## src/hw/rtl/tcis_pkg.sv

```systemverilog
// Shared types and constants of the toy CPU instruction step block.
// No dependencies; every other file of the block but the defines header uses it.
`timescale 1ns / 1ps

package tcis_pkg;

    localparam int MEM_DEPTH_DEF = 512;
    localparam int PC_W          = 10;
    localparam int ADDR_W        = 9;
    localparam int WORD_W        = 16;
    localparam int RF_AW         = 3;
    localparam int RF_DEPTH      = 8;

    localparam logic [WORD_W-1:0] EMPTY_WORD = 16'hFFFF;

    localparam logic ACT_WRITE = 1'b0;
    localparam logic ACT_STEP  = 1'b1;

    localparam logic [3:0] OP_ADD   = 4'b0000;
    localparam logic [3:0] OP_SUB   = 4'b0001;
    localparam logic [3:0] OP_AND   = 4'b0010;
    localparam logic [3:0] OP_OR    = 4'b0011;
    localparam logic [3:0] OP_XOR   = 4'b0100;
    localparam logic [3:0] OP_LOAD  = 4'b0101;
    localparam logic [3:0] OP_STORE = 4'b0110;

    typedef enum logic [2:0] {
        ST_MEMW    = 3'd0,
        ST_REGW    = 3'd1,
        ST_STORE   = 3'd2,
        ST_HALT    = 3'd3,
        ST_BADXFER = 3'd4,
        ST_BADREG  = 3'd5,
        ST_BADALU  = 3'd6
    } status_t;

    typedef enum logic [1:0] {
        SQ_IDLE,
        SQ_DECODE,
        SQ_EXEC
    } state_t;

    typedef struct packed {
        logic              action;
        logic [ADDR_W-1:0] address;
        logic [WORD_W-1:0] data;
    } cmd_t;

    typedef struct packed {
        status_t           status;
        logic [ADDR_W-1:0] pc;
        logic [ADDR_W-1:0] target;
        logic [WORD_W-1:0] value;
    } res_t;

    typedef struct packed {
        logic              wr_en;
        logic [PC_W-1:0]   wr_addr;
        logic [WORD_W-1:0] wr_data;
        logic              rd_en;
        logic [PC_W-1:0]   rd_addr;
    } mem_req_t;

    typedef struct packed {
        logic              rd_en;
        logic [RF_AW-1:0]  rd_addr_a;
        logic [RF_AW-1:0]  rd_addr_b;
        logic              wr_en;
        logic [RF_AW-1:0]  wr_addr;
        logic [WORD_W-1:0] wr_data;
    } rf_req_t;

endpackage

```

## src/hw/rtl/tcis_reg_file.sv

```systemverilog
// Eight-entry register file: two registered read ports, one write port.
// Entries never written since reset read as zero. Depends on tcis_pkg.
`timescale 1ns / 1ps

module tcis_reg_file (
    input  logic                         clk,
    input  logic                         rst_n,
    input  tcis_pkg::rf_req_t            req,
    output logic [tcis_pkg::WORD_W-1:0]  rdata_a,
    output logic [tcis_pkg::WORD_W-1:0]  rdata_b
);

    logic [tcis_pkg::WORD_W-1:0]   regs [tcis_pkg::RF_DEPTH];
    logic [tcis_pkg::RF_DEPTH-1:0] valid_reg;
    logic                          hit_a_reg;
    logic                          hit_b_reg;
    logic [tcis_pkg::WORD_W-1:0]   data_a_reg;
    logic [tcis_pkg::WORD_W-1:0]   data_b_reg;

    always_ff @(posedge clk or negedge rst_n)
    begin
        if (!rst_n)
        begin
            valid_reg <= '0;
            hit_a_reg <= 1'b0;
            hit_b_reg <= 1'b0;
        end
        else
        begin
            if (req.wr_en)
            begin
                valid_reg[req.wr_addr] <= 1'b1;
            end
            if (req.rd_en)
            begin
                hit_a_reg <= valid_reg[req.rd_addr_a];
                hit_b_reg <= valid_reg[req.rd_addr_b];
            end
        end
    end

    always_ff @(posedge clk)
    begin
        if (req.wr_en)
        begin
            regs[req.wr_addr] <= req.wr_data;
        end
        if (req.rd_en)
        begin
            data_a_reg <= regs[req.rd_addr_a];
            data_b_reg <= regs[req.rd_addr_b];
        end
    end

    // Mask entries that still hold their reset value
    assign rdata_a = hit_a_reg ? data_a_reg : '0;
    assign rdata_b = hit_b_reg ? data_b_reg : '0;

endmodule

```

## config.mk

```make
export PLATFORM = sky130hd
export DESIGN_NAME = tcis_reg_file
export DESIGN_NICKNAME = d
export VERILOG_FILES = /design/src/hw/rtl/tcis_pkg.sv /design/src/hw/rtl/tcis_reg_file.sv
export SDC_FILE = /design/constraint.sdc
export NUM_CORES = 1
export LEC_CHECK = 0
export BUFFER_PORTS_ARGS = -buffer_cell sky130_fd_sc_hd__buf_2
export CAP_MARGIN = 5
export CORE_MARGIN = 4
export CORE_UTILIZATION = 33
export DETAILED_ROUTE_END_ITERATION = 10
export PLACE_DENSITY_LB_ADDON = 0.12
export SLEW_MARGIN = 20
export SYNTH_ARGS = -nofsm -noshare
export SYNTH_HDL_FRONTEND = slang
export SYNTH_SLANG_ARGS = --single-unit
```

## constraint.sdc

```tcl
create_clock -name clk -period 1.4 [get_ports clk]
set_input_delay 0.35 -clock clk [delete_from_list [all_inputs] [get_ports clk]]
set_output_delay 0.35 -clock clk [all_outputs]
set_load 0.005 [all_outputs]
```

==> results.yml <==
detailed_routing:
  drt_iter0_markers: 170
  routed_wl_um: 17500
  wl_per_cell_um: 22.6
  ant_nets: 0
  via_per_inst: 4.77
  drt-pass1-iter-count: 5
  route.detailed.drc: 0
  vias: 3690
timing:
  finalSetupViolCount: 35
  maxSlewViolCount: 0
  worst_pin_slew_ns: 0.243
  setup_ws_ns: -0.242
  period_needed_ns: 1.64
  slew_headroom_pct: 83.8
  hold_viol_final: 0
  finClkSkew_ns: 0.00872
  rsz0062_at_grt: "yes"
  fmax_ghz: 0.609
  min_period_over_period_pct: 117
power_and_ir_drop:
  p_seq_share_pct: 49.3
  p_total_uw: 12000
  pwr-share-clk_pct: 39.2
  cellPowerDensity_nw_per_um2: 1260
  combPwrFrac_pct: 11.5
  power.leakage_uw: 0.00328
  internal-power_uw: 9430
  p_sw_share_pct: 21.1
  vdd_drop_max_v: 0.000827
  power_switching_uw: 2530
synth:
  synth-seq-cells: 170
  yosys.area.top_type_share_pct: 62.3
  synth_cells: 355
  synth_cell_types: 17
  syn_area_um2: 7710
  synthesis.nets: 384
  yosysSeqAreaShare_pct: 65.6
  synth.avg_cell_area_um2: 21.7
  synth_area_leaders: "edfxtp_1, mux4_1, mux2_2"
  synth_top_cell_by_area: "edfxtp_1"
  synth_warnings: 0
min_path:
  hold_path_class: "in2reg"
  hold_path_depth: 1
  hold_path_end: "regs[2][0]"
  hp-start: "req[0]"
floorplanning:
  initial_utilization_pct: 33.8
  core_um2: 22800
  die_height_um: 161
  die_w_um: 161
  io_pins: 61
  rows: 55
  die_area_um2: 25900
grt:
  grt_max_degree: 35
  grtUsageTotal_pct: 14.1
  antenna_found_initial: 0
  grt_pass1_vias: 4199
  grt_pass1_wl_um: 26600
  grt_overflow_total: 0
setup_path:
  cp-start-kind: "flip-flop"
  crit_arrival_ns: 1.29
  path_class: "reg2out"
  rr_startpoint: "regs[3][14]"
  crit_start: "hit_a_reg"
  cp-end-kind: "primary output"
  cp_max_fo: 6
  worstRegToRegCells: 2
  r2r_slack_ns: -0.03
  r2r_end: "data_b_reg[14]"
  cp.required_ns: 1.05
placement:
  portBuffers: 60
  place_area_um2: 8610
  hpwl_um: 11100
  place_congestion: 0.693
clock_network:
  cts.clk_slew.worst_paths_ns: 0.06
  numCtsBuffers: 17
  cts_buffer_depth: 2
  cts_max_level: 4
  cts_setup_buffers: 0
  clk_latency_ns: 0.42
  cts_root_buf: "clkbuf_16"
  tritoncts: "done"
  cts.sinks: 170
finish:
  final_area_um2: 9480
  antennaDiodeCount: 0
  drive_above_1_share_pct: 56.7
  fill_cells: 2038
  synthToLayoutAreaGrowth_pct: 23.0
  nets: 476
  largest_register_ffs: 128
outcome:
  violations: "negative setup slack"
  status: "finished, violations left"
job:
  maxCapViolCount: 0
## layout make-up
class	count	area, um2	area share (%)
Timing Repair Buffer	95	1010	10.6
Clock inverter	12	150	1.58
Tap cell	313	392	4.13
Multi-Input combinational cell	161	2430	25.7
Sequential cell	170	5060	53.3
Inverter	2	7.51	0.0792
Clock buffer	20	437	4.61
## cell usage after synthesis
cell and instances:
mux4_1 64, nand2b_1 3, and2_1 32, buf_1 1
buf_6 6, or2_2 8, nor3_1 2, mux2_2 32
inv_1 2, buf_8 2, nor2_1 6, mux2i_1 10
edfxtp_1 160, mux4_2 2, dfrtp_1 10, nand2_1 2
clkbuf_1 13
## repair_timing
item                                   4_1_cts  5_1_grt
setup endpoints to repair                   46       59
gates resized for setup                     57       32
endpoints found under the hold margin       10        0
hold buffers                                 1        0
## worst max path at each step
stage	to	slack, ns	cells after the start
2_1_floorplan	data_a_reg[0]	-0.20	4
3_3_place_gp	data_b_reg[0]	-0.44	4
3_5_place_dp	data_b_reg[15]	-0.45	4
4_1_cts	rdata_a[10]	-0.27	3
5_1_grt	rdata_a[6]	-0.28	3
6_report	rdata_a[11]	-0.24	3
## layout by cell type, fill, tap and decap left out
cell type        n
mux2_2          12
dfrtp_1          9
dlygate4sd3_1    1
buf_6           30
buf_12          21
bufinv_16        3
nand2b_1         2
clkinv_4         3
mux2i_1         10
mux2_4          20
mux4_2          66
clkinvlp_4       3
nand2_1          2
clkinv_1         3
buf_2           34
buf_4            9
clkbuf_16       17
and2_4          25
nor3_2           1
dfrtp_2          1
clkbuf_1         3
nor3_4           1
or2_2            8
inv_1            2
and2_1           7
nor2_2           6
nand2b_4         1
edfxtp_1       160
## cell families (layout without fill, tap and decap cells)
family | after synthesis | after routing | synth area share (%)
and+or+nand+nor | 53 | 53 | 4.01
muxes | 108 | 108 | 28.4
buffers and inverters | 24 | 129 | 2.05
DFF | 170 | 170 | 65.6
## metrics by stage
| step | hold slack (ns) | setup TNS, ns | cells | utilization, % | worst slack [ns] |
|---|---|---|---|---|---|
| floorplan | 0.0544 | -8.93 | 355 | - | -0.200 |
| global placement | 0.227 | -13.43 | 740 | 37.8 | -0.440 |
| detailed placement | 0.232 | -13.67 | 740 | 37.8 | -0.453 |
| CTS | 0.185 | -7.28 | 773 | 41.2 | -0.274 |
| global route | 0.194 | -8.15 | 773 | 41.6 | -0.285 |
| finish | 0.204 | -6.30 | 773 | 41.6 | -0.242 |
## critical path, cell delays in order, from the launching register on
cell	delay, ns
dfrtp_2	0.48
buf_6	0.16
and2_4	0.13
buf_6	0.11
## layer usage
| layer | global-route usage, % | wire length [um] | vias up |
|---|---|---|---|
| met1 | 18.1 | 7720 | 1964 |
| met2 | 24.5 | 9130 | 61 |
| met5 | 0 | 0 | - |
| li1 | - | - | 1651 |
| met3 | 2.46 | 424 | 14 |
| met4 | 4.27 | 240 | 0 |
## power by group through the flow
| stage | registers [uW] | logic [uW] | clock network, uW |
|---|---|---|---|
| floorplan | 5970 | 669 | 0 |
| global placement | 5990 | 1150 | 0 |
| detailed placement | 6000 | 1160 | 0 |
| CTS | 5900 | 1330 | 4830 |
| global route | 5920 | 1480 | 5020 |
| finish | 5900 | 1370 | 4690 |
No activity file was read; power rests on OpenSTA's default activity.
