<file path="config.mk">
export PLATFORM = sky130hd
export DESIGN_NAME = tcis_seq
export DESIGN_NICKNAME = d
export VERILOG_FILES = /design/src/hw/rtl/tcis_pkg.sv /design/src/hw/rtl/tcis_seq.sv
export SDC_FILE = /design/constraint.sdc
export NUM_CORES = 1
export LEC_CHECK = 0
export BUFFER_PORTS_ARGS = -buffer_cell sky130_fd_sc_hd__buf_2
export CAP_MARGIN = 30
export CORE_ASPECT_RATIO = 1.4
export CORE_MARGIN = 3
export CORE_UTILIZATION = 56
export DETAILED_ROUTE_END_ITERATION = 10
export HOLD_SLACK_MARGIN = 0.03
export PLACE_DENSITY = 0.88
export RECOVER_POWER = 50
export REMOVE_ABC_BUFFERS = 1
export SKIP_LAST_GASP = 1
export SLEW_MARGIN = 20
export SYNTH_ARGS = -nofsm -noshare
export SYNTH_HDL_FRONTEND = slang
export SYNTH_SLANG_ARGS = --single-unit
</file>
<file path="constraint.sdc">
create_clock -name clk -period 11.4 [get_ports clk]
set_clock_uncertainty 0.1 [all_clocks]
set_input_delay 0 -clock clk [delete_from_list [all_inputs] [get_ports clk]]
set_output_delay 0 -clock clk [all_outputs]
set_load 0.02 [all_outputs]
</file>
<file path="src/hw/rtl/tcis_pkg.sv">
// Shared types and constants of the toy CPU instruction step block.
// No dependencies; every other file of the block but the defines header uses it.
`timescale 1ns / 1ps

package tcis_pkg;

    localparam int MEM_DEPTH_DEF = 512;
    localparam int PC_W          = 10;
    localparam int ADDR_W        = 9;
    localparam int WORD_W        = 16;
    localparam int RF_AW         = 3;
    localparam int RF_DEPTH      = 8;

    localparam logic [WORD_W-1:0] EMPTY_WORD = 16'hFFFF;

    localparam logic ACT_WRITE = 1'b0;
    localparam logic ACT_STEP  = 1'b1;

    localparam logic [3:0] OP_ADD   = 4'b0000;
    localparam logic [3:0] OP_SUB   = 4'b0001;
    localparam logic [3:0] OP_AND   = 4'b0010;
    localparam logic [3:0] OP_OR    = 4'b0011;
    localparam logic [3:0] OP_XOR   = 4'b0100;
    localparam logic [3:0] OP_LOAD  = 4'b0101;
    localparam logic [3:0] OP_STORE = 4'b0110;

    typedef enum logic [2:0] {
        ST_MEMW    = 3'd0,
        ST_REGW    = 3'd1,
        ST_STORE   = 3'd2,
        ST_HALT    = 3'd3,
        ST_BADXFER = 3'd4,
        ST_BADREG  = 3'd5,
        ST_BADALU  = 3'd6
    } status_t;

    typedef enum logic [1:0] {
        SQ_IDLE,
        SQ_DECODE,
        SQ_EXEC
    } state_t;

    typedef struct packed {
        logic              action;
        logic [ADDR_W-1:0] address;
        logic [WORD_W-1:0] data;
    } cmd_t;

    typedef struct packed {
        status_t           status;
        logic [ADDR_W-1:0] pc;
        logic [ADDR_W-1:0] target;
        logic [WORD_W-1:0] value;
    } res_t;

    typedef struct packed {
        logic              wr_en;
        logic [PC_W-1:0]   wr_addr;
        logic [WORD_W-1:0] wr_data;
        logic              rd_en;
        logic [PC_W-1:0]   rd_addr;
    } mem_req_t;

    typedef struct packed {
        logic              rd_en;
        logic [RF_AW-1:0]  rd_addr_a;
        logic [RF_AW-1:0]  rd_addr_b;
        logic              wr_en;
        logic [RF_AW-1:0]  wr_addr;
        logic [WORD_W-1:0] wr_data;
    } rf_req_t;

endpackage

</file>
<file path="src/hw/rtl/tcis_seq.sv">
// Instruction sequencer: program counter, stop flag, decode, ALU, and the
// read-modify-write sequence over the word memory and register file.
// Depends on tcis_pkg.
`timescale 1ns / 1ps

module tcis_seq #(
    parameter int MEM_DEPTH = tcis_pkg::MEM_DEPTH_DEF
) (
    input  logic                         clk,
    input  logic                         rst_n,
    input  logic                         item_valid,
    input  tcis_pkg::cmd_t               item,
    output logic                         item_take,
    input  logic                         out_free,
    output logic                         emit,
    output tcis_pkg::res_t               result,
    output tcis_pkg::mem_req_t           mem_req,
    input  logic [tcis_pkg::WORD_W-1:0]  mem_rdata,
    output tcis_pkg::rf_req_t            rf_req,
    input  logic [tcis_pkg::WORD_W-1:0]  rf_rdata_a,
    input  logic [tcis_pkg::WORD_W-1:0]  rf_rdata_b
);

    localparam int PW = tcis_pkg::PC_W;
    localparam logic [PW:0] DEPTH_L = (PW + 1)'(MEM_DEPTH);

    tcis_pkg::state_t              state_reg;
    tcis_pkg::state_t              state_next;
    logic [PW-1:0]                 pc_reg;
    logic [PW-1:0]                 pc_next;
    logic                          stopped_reg;
    logic                          stopped_next;
    logic [tcis_pkg::ADDR_W-1:0]   ipc_reg;
    logic [tcis_pkg::ADDR_W-1:0]   ipc_next;
    logic [tcis_pkg::WORD_W-1:0]   instr_reg;
    logic [tcis_pkg::WORD_W-1:0]   instr_next;

    logic [tcis_pkg::WORD_W-1:0]   dec_word;
    logic [2:0]                    dec_rc;
    logic [3:0]                    dec_rb;
    logic [2:0]                    dec_ra;
    logic                          dec_imm;
    logic [3:0]                    dec_opc;
    logic                          dec_tbit;
    logic                          dec_go;
    tcis_pkg::status_t             dec_err;
    logic [tcis_pkg::WORD_W-1:0]   alu_x;
    logic [tcis_pkg::WORD_W-1:0]   alu_res;

    // Decode the fetched word in DECODE, the held word in EXEC
    assign dec_word = (state_reg == tcis_pkg::SQ_DECODE) ? mem_rdata : instr_reg;
    assign dec_rc   = dec_word[2:0];
    assign dec_rb   = dec_word[6:3];
    assign dec_ra   = dec_word[9:7];
    assign dec_imm  = dec_word[10];
    assign dec_opc  = dec_word[14:11];
    assign dec_tbit = dec_word[15];

    assign alu_x = dec_imm ? {12'b0, dec_rb} : rf_rdata_a;

    always_comb
    begin
        case (dec_opc)
            tcis_pkg::OP_ADD: alu_res = alu_x + rf_rdata_b;
            tcis_pkg::OP_SUB: alu_res = alu_x - rf_rdata_b;
            tcis_pkg::OP_AND: alu_res = alu_x & rf_rdata_b;
            tcis_pkg::OP_OR:  alu_res = alu_x | rf_rdata_b;
            tcis_pkg::OP_XOR: alu_res = alu_x ^ rf_rdata_b;
            default:          alu_res = '0;
        endcase
    end

    // Legality check; a bad register operand wins over a bad ALU opcode
    always_comb
    begin
        dec_go  = 1'b0;
        dec_err = tcis_pkg::ST_BADXFER;
        if (dec_tbit)
        begin
            dec_go = (dec_opc == tcis_pkg::OP_LOAD) || (dec_opc == tcis_pkg::OP_STORE);
        end
        else if (!dec_imm && dec_rb[3])
        begin
            dec_err = tcis_pkg::ST_BADREG;
        end
        else if (dec_opc inside {[tcis_pkg::OP_ADD:tcis_pkg::OP_XOR]})
        begin
            dec_go = 1'b1;
        end
        else
        begin
            dec_err = tcis_pkg::ST_BADALU;
        end
    end

    always_comb
    begin
        state_next   = state_reg;
        pc_next      = pc_reg;
        stopped_next = stopped_reg;
        ipc_next     = ipc_reg;
        instr_next   = instr_reg;
        item_take    = 1'b0;
        emit         = 1'b0;
        result       = '0;
        mem_req      = '0;
        rf_req       = '0;

        case (state_reg)
            tcis_pkg::SQ_IDLE:
            begin
                if (item_valid)
                begin
                    if (item.action == tcis_pkg::ACT_WRITE)
                    begin
                        emit          = 1'b1;
                        result.status = tcis_pkg::ST_MEMW;
                        result.target = item.address;
                        result.value  = item.data;
                        if (out_free)
                        begin
                            item_take       = 1'b1;
                            mem_req.wr_en   = ({2'b0, item.address} < DEPTH_L);
                            mem_req.wr_addr = {1'b0, item.address};
                            mem_req.wr_data = item.data;
                        end
                    end
                    else if (stopped_reg || ({1'b0, pc_reg} >= DEPTH_L))
                    begin
                        emit          = 1'b1;
                        result.status = tcis_pkg::ST_HALT;
                        result.pc     = pc_reg[tcis_pkg::ADDR_W-1:0];
                        if (out_free)
                        begin
                            item_take    = 1'b1;
                            stopped_next = 1'b1;
                        end
                    end
                    else
                    begin
                        item_take       = 1'b1;
                        mem_req.rd_en   = 1'b1;
                        mem_req.rd_addr = pc_reg;
                        ipc_next        = pc_reg[tcis_pkg::ADDR_W-1:0];
                        state_next      = tcis_pkg::SQ_DECODE;
                    end
                end
            end

            tcis_pkg::SQ_DECODE:
            begin
                result.pc = ipc_reg;
                if (dec_word == tcis_pkg::EMPTY_WORD)
                begin
                    emit          = 1'b1;
                    result.status = tcis_pkg::ST_HALT;
                    if (out_free)
                    begin
                        stopped_next = 1'b1;
                        state_next   = tcis_pkg::SQ_IDLE;
                    end
                end
                else if (dec_go)
                begin
                    mem_req.rd_en    = dec_tbit;
                    mem_req.rd_addr  = {6'b0, dec_rb};
                    rf_req.rd_en     = 1'b1;
                    rf_req.rd_addr_a = dec_tbit ? dec_ra : dec_rb[2:0];
                    rf_req.rd_addr_b = dec_rc;
                    instr_next       = dec_word;
                    pc_next          = pc_reg + PW'(1);
                    state_next       = tcis_pkg::SQ_EXEC;
                end
                else
                begin
                    emit          = 1'b1;
                    result.status = dec_err;
                    if (out_free)
                    begin
                        pc_next      = pc_reg + PW'(1);
                        stopped_next = 1'b1;
                        state_next   = tcis_pkg::SQ_IDLE;
                    end
                end
            end

            tcis_pkg::SQ_EXEC:
            begin
                emit      = 1'b1;
                result.pc = ipc_reg;
                if (dec_tbit && (dec_opc == tcis_pkg::OP_STORE))
                begin
                    result.status   = tcis_pkg::ST_STORE;
                    result.target   = {5'b0, dec_rb};
                    result.value    = rf_rdata_a;
                    mem_req.wr_en   = out_free;
                    mem_req.wr_addr = {6'b0, dec_rb};
                    mem_req.wr_data = rf_rdata_a;
                end
                else
                begin
                    result.status  = tcis_pkg::ST_REGW;
                    result.target  = {6'b0, dec_ra};
                    result.value   = dec_tbit ? mem_rdata : alu_res;
                    rf_req.wr_en   = out_free;
                    rf_req.wr_addr = dec_ra;
                    rf_req.wr_data = dec_tbit ? mem_rdata : alu_res;
                end
                if (out_free)
                begin
                    state_next = tcis_pkg::SQ_IDLE;
                end
            end

            default:
            begin
                state_next = tcis_pkg::SQ_IDLE;
            end
        endcase
    end

    always_ff @(posedge clk or negedge rst_n)
    begin
        if (!rst_n)
        begin
            state_reg   <= tcis_pkg::SQ_IDLE;
            pc_reg      <= '0;
            stopped_reg <= 1'b0;
        end
        else
        begin
            state_reg   <= state_next;
            pc_reg      <= pc_next;
            stopped_reg <= stopped_next;
        end
    end

    always_ff @(posedge clk)
    begin
        ipc_reg   <= ipc_next;
        instr_reg <= instr_next;
    end

endmodule

</file>
==> flow_metrics.tcl, run 1 <==
set metrics [dict create \
    clock_sinks 38 \
    io_pins 182 \
    dieArea_um2 10600 \
    outcome "finished with violations" \
    drive_gt1_share_pct 22.5 \
    async_reset_ff_share_pct 34.2 \
    std_cell_rows 41 \
    cpPeakStageDelay_ns 1.36 \
    synth_seq_cells 38 \
    detailed_place_hpwl_mm 14.6 \
    grt_max_degree 26 \
    holdCritStartpoint "item[25]" \
    clk_path_buf_depth 2 \
    synthesis.area_um2 5280 \
    swShare_pct 26.9 \
    cp.required_ns 11.30 \
    first_pass_iters 6 \
    vias_per_cell 6.57 \
    wl_per_cell_um 20.0 \
    worst_setup_path_end_kind "primary output" \
    worstSetupStartpointType "register" \
    dr_total_vias 6200 \
    wirelength_mm 18.9 \
    numCtsBuffers 5 \
    core-area_um2 9080 \
    drv_slew 56 \
    crit_type "reg2out" \
    p_int_uw 307 \
    whs_endpoint "state_reg[0]$_DFFE_PN0P_" \
    setup_tns_ns 0 \
    cts_tree "yes" \
    syn_avg_cell_area_um2 7.97 \
    num-fill-cells 759 \
    leakagePower_uw 0.00311 \
    whs_path_depth 3 \
    port_buffers 179 \
    remaining_drc_errors 0 \
    syn_inst 662 \
    gr-total-overflow 0 \
    first_iter_violations 609 \
    gp_congestion 1.01 \
    hold_viol 0 \
    critical_path_arrival_ns 6.66 \
    grt_pass1_wl_mm 29.1 \
    hold_ws_ns 0.0472 \
    reg2reg_setup_slack_ns 5.09 \
    largest_reg_flops 16 \
    ant_nets 0 \
    areaGrowthSynthToFinish_pct 21.1 \
    synth_edf_count 25 \
    reg2reg_depth 7 \
    synth_ff_type "edfxtp_1" \
    setup_violations 0 \
    max-cap-violations 3 \
    final_cell_mix "152 x buf_2, 87 x nand2_1, 51 x inv_1, 51 x ha_1, 42 x nor2_1" \
    worst_pin_slew_ns 2.10 \
    cts_root_buffer "clkbuf_16" \
    htree_levels 2 \
    antenna_found_initial 0 \
    slew-limit-headroom_pct -41.4 \
    rr_startpoint "state_reg[0]$_DFFE_PN0P_" \
    r2r_end "instr_reg[12]$_DFFE_PP_" \
    p_per_area_nw_per_um2 65.8 \
    insertion_delay_ns 0.29 \
    worst-path-buf-inv 2 \
    rsz0062_at_grt "no" \
    num-nets-final 966 \
    pwr-share-seq_pct 34.9 \
    p_sw_uw 113 \
    peakVddDrop_mv 0.0486 \
    period_minus_slack_ns 6.76 \
    multi_input_area_um2 3790 \
    antenna_cells 0 \
    final_common_cell "buf_2" \
    pwr-share-clk_pct 43.4 \
    violations "capacitance limit, slew limit" \
    initial_core_util_pct 58.1 \
    cp_cell_sequence "nor2b_1 > clkbuf_1 > mux2i_1 > and3_1 > nor2_1 > xnor2_1 > ha_1 > a21o_1 > a21oi_1 > o21ai_1 > a21boi_0 > or4_1 > a31oi_2 > a221o_1 > buf_2" \
    grt_pass1_vias 6188 \
    fin_crit_sh_pct 59.3 \
    hp-class "in2reg" \
    seqCellArea_um2 1080 \
    synth_seq_area_share_pct 20.4 \
    yosys_warnings 0 \
    dieHeight_um 121 \
    fmax_mhz 148 \
    crit_slowest_cell "mux2i_1" \
    clk_pin_slew_ns 0.05 \
    yosysUniqueCellTypes 85 \
    pwr-share-comb_pct 21.7 \
    grt_usage_pct 34.5 \
    post-cts-setup-buffer-count 0 \
    cp_max_fo 25 \
    critPathTopFamily "simple AND/OR/NAND/NOR gates" \
    die_w_um 88.0 \
]
==> stage by stage <==
stage	utilization (%)	cells	area [um^2]	worst slack, ns	power (uW)
after floorplan	-	632	5120	5.25	197
after global placement	68.4	925	6210	6.66	234
after detailed placement	68.8	929	6250	6.50	238
after CTS	71.6	943	6500	6.21	421
after global routing	70.4	944	6390	4.31	432
final	70.4	944	6390	4.64	421
==> timing repair <==
action / CTS / global route
gates resized for setup: 0 / 0
setup endpoints to repair: 0 / 0
hold buffers: 6 / 0
hold endpoints to repair: 19 / 0
==> synthesized netlist by cell type (all sizes together), types with 10 or more instances <==
cell type | instances | area (um^2)
nor3 | 13 | 70.1
and2 | 24 | 150
nand2 | 87 | 327
a221o | 16 | 160
nor2 | 44 | 184
dfrtp | 13 | 325
nand3 | 11 | 67.6
a22oi | 15 | 113
inv | 53 | 201
nand2b | 10 | 62.6
clkbuf | 16 | 60.1
o31ai | 11 | 87.6
mux2i | 15 | 175
xnor2 | 26 | 228
buf | 15 | 103
edfxtp | 25 | 751
ha | 51 | 638
a22o | 20 | 175
a21oi | 36 | 180
nand4 | 10 | 62.6
o21ai | 45 | 225
==> cell type report <==
type,count,area share (%)
clock buffers,5,1.96
clock inverters,3,1.08
inverters,54,3.21
multi-input cells,540,59.3
flip-flops and latches,38,16.8
well taps,107,2.09
repair buffers,197,15.5
==> how the worst max path moves through the flow <==
stage	startpoint	endpoint	slack [ns]	depth (start not counted)
after floorplan	state_reg[0]$_DFFE_PN0P_	result[10]	5.25	14
after global placement	state_reg[0]$_DFFE_PN0P_	result[14]	6.66	15
after detailed placement	state_reg[0]$_DFFE_PN0P_	result[13]	6.50	15
after CTS	state_reg[0]$_DFFE_PN0P_	result[13]	6.21	15
after global routing	state_reg[0]$_DFFE_PN0P_	result[14]	4.31	15
final	state_reg[0]$_DFFE_PN0P_	result[14]	4.64	15
==> power by group through the flow <==
| stage | clock, uW | combinational [uW] | sequential [uW] |
|---|---|---|---|
| global route | 187 | 98.4 | 147 |
| CTS | 183 | 90.8 | 147 |
| global placement | 0 | 84.4 | 150 |
| floorplan | 0 | 47.5 | 149 |
| detailed placement | 0 | 88.5 | 150 |
| finish | 182 | 91.5 | 147 |
==> tightest hold or removal path, cell delays in order <==
cell and delay (ns):
buf_2 0.13, nand2_1 0.15, o22ai_1 0.10
==> routing by layer <==
layer / share of wire [%] / vias up / track usage, %
li1: - / 2764 / -
met1: 33 / 2884 / 36.5
met2: 50 / 427 / 60.0
met3: 9.2 / 125 / 5.84
met4: 6.9 / 0 / 25.0
met5: 0 / - / 0
==> kinds of logic (layout without fill, tap and decap cells) <==
| kind of cell | after synthesis | in the layout | share of synthesized area (%) |
|---|---|---|---|
| and+or+nand+nor | 232 | 232 | 22.3 |
| buffers and inverters | 85 | 259 | 6.97 |
| DFF | 38 | 38 | 20.4 |
| muxes | 17 | 17 | 3.82 |
| AOI/OAI and AO/OA | 206 | 206 | 28.9 |
| other | 1 | 2 | 0.0711 |
| xor gates and xnor gates | 31 | 31 | 5.14 |
| adders and majority gates | 52 | 52 | 12.5 |
Power figures use the tool's default switching activity.
==> inputs of run 2 (changes only) <==
CORE_UTILIZATION = 47   (was 56)
PLACE_DENSITY = 0.79   (was 0.88)
clock period = 6.18 ns   (was 11.4 ns; I/O delays follow)
==> run 2 against run 1 <==
  * The run still ends with capacitance limit, slew limit left
  * Hold slack worse by 0.028 ns
  * Sequential share of layout area fell by 0.13 points
  * Final area rose by 0.80%
  * Flip-flop and latch count did not move
  * Wire length is 2.5% lower
  * Sequential power increased by 84%
  * Worst setup slack got worse by 4.0 ns
  * Clock power up 57%
  * Count of clock-buffer cells in the layout grew 1
  * Global-route usage decreased by 6.0 points
  * Via count decreased by 4.0%
  * Die area increased by 18%
  * Critical endpoint unchanged
  * Largest cell class unchanged
  * Highest routed layer unchanged
==> flow_metrics.tcl, run 2 (synthesis gave the netlist of run 1 again) <==
set metrics [dict create \
    num-fill-cells 1032 \
    slew-limit-headroom_pct -61.3 \
    areaGrowthSynthToFinish_pct 22.1 \
    gp_congestion 0.996 \
    cts_root_buffer "clkbuf_16" \
    detailed_place_hpwl_mm 14.2 \
    clk_path_buf_depth 2 \
    worst_setup_path_end_kind "primary output" \
    setup_violations 0 \
    io_pins 182 \
    htree_levels 2 \
    critical_path_arrival_ns 5.45 \
    dr_total_vias 5952 \
    setup_tns_ns 0 \
    violations "capacitance limit, slew limit" \
    crit_type "reg2out" \
    dieArea_um2 12600 \
    ant_nets 0 \
    insertion_delay_ns 0.28 \
    drv_slew 16 \
    antenna_cells 0 \
    first_pass_iters 7 \
    remaining_drc_errors 0 \
    period_minus_slack_ns 5.55 \
    postCtsHoldBufs 6 \
    core-area_um2 10900 \
    rsz0062_at_grt "no" \
    hold_ws_ns 0.0190 \
    outcome "finished with violations" \
    reg2reg_setup_slack_ns 1.68 \
    worst_pin_slew_ns 2.40 \
    reg2reg_depth 7 \
    peakVddDrop_mv 0.0921 \
    numCtsBuffers 5 \
    initial_core_util_pct 48.3 \
    worstSetupStartpointType "register" \
    place_area_um2 6300 \
    cp.required_ns 6.08 \
    hold_viol 0 \
    final_cell_mix "152 x buf_2, 87 x nand2_1, 51 x inv_1, 51 x ha_1, 41 x nor2_1" \
    clock_sinks 38 \
    max-cap-violations 1 \
    leakagePower_uw 0.00311 \
    antenna_found_initial 0 \
    vias_per_cell 6.07 \
    p_per_area_nw_per_um2 112 \
    grt_max_degree 27 \
    dieHeight_um 131 \
    num-nets-final 968 \
    cp_max_fo 21 \
    first_iter_violations 425 \
    whs_path_depth 3 \
    grt_pass1_wl_mm 28.8 \
    design_area_um2 6440 \
    gr-total-overflow 0 \
    wl_per_cell_um 18.8 \
    std_cell_rows 45 \
    hp-class "in2reg" \
    drive_gt1_share_pct 22.6 \
    ctsResizeCount 0 \
    fin_crit_sh_pct 89.8 \
    cts_tree "yes" \
    post-cts-setup-buffer-count 0 \
    fmax_mhz 180 \
    largest_reg_flops 16 \
    grt_usage_pct 28.5 \
    grt_pass1_vias 5831 \
    clk_pin_slew_ns 0.06 \
    port_buffers 179 \
    die_w_um 95.6 \
    wirelength_mm 18.4 \
    final_common_cell "buf_2" \
]
[run 2: metal layers]
layer,vias to the layer above,track usage (%),wire length [um]
met5,-,0,0
met4,0,14.2,897
met3,72,3.38,1420
met2,314,50.2,9230
met1,2798,32.9,6870
li1,2768,-,-
[run 2: cell type report]
| type | instances | area [um^2] | share of cell area [%] |
|---|---|---|---|
| multi-input cells | 540 | 3820 | 59.3 |
| flip-flops and latches | 38 | 1080 | 16.7 |
| repair buffers | 199 | 1000 | 15.5 |
| inverters | 54 | 205 | 3.19 |
| well taps | 141 | 176 | 2.74 |
| clock buffers | 6 | 129 | 2.00 |
| clock inverters | 2 | 33.8 | 0.524 |
[run 2: worst paths after layout]
path,start,end
setup / recovery,state_reg[1]$_DFFE_PN0P_,result[14]
hold reg to reg,stopped_reg$_DFFE_PN0P_,stopped_reg$_DFFE_PN0P_
max in group asynchronous,rst_n,pc_reg[9]$_DFFE_PN0P_
setup reg to reg,state_reg[0]$_DFFE_PN0P_,instr_reg[12]$_DFFE_PP_
hold / removal,mem_rdata[7],instr_reg[7]$_DFFE_PP_
min in group asynchronous,rst_n,stopped_reg$_DFFE_PN0P_
[run 2: through the flow]
stage               power [uW]  worst slack, ns  cells  util, %
floorplan                  363           0.0278    632        -
global placement           436             1.26    965     57.7
detailed placement         438             1.18    965     57.7
CTS                        722            0.879    979     59.7
global route               752            0.390    980     59.0
finish                     724            0.630    980     59.0
[run 2: worst max-delay path, cell delays in order, from the launching register on]
cell      delay [ns]
dfrtp_1         0.80
nand2b_1        0.19
clkbuf_1        0.76
mux2_4          0.51
and3_1          0.42
nor2_1          0.09
xnor2_1         0.14
ha_1            0.36
a21o_1          0.16
a21oi_1         0.12
o21ai_1         0.34
a21boi_0        0.19
or4_1           0.54
a31oi_2         0.22
a221o_1         0.13
buf_2           0.17
[run 2: power breakdown]
group | switching, uW | internal (uW) | total, uW
logic | 102 | 65.9 | 168
registers | 1.19 | 270 | 271
clock network | 95.9 | 189 | 285
total | 199 | 525 | 724
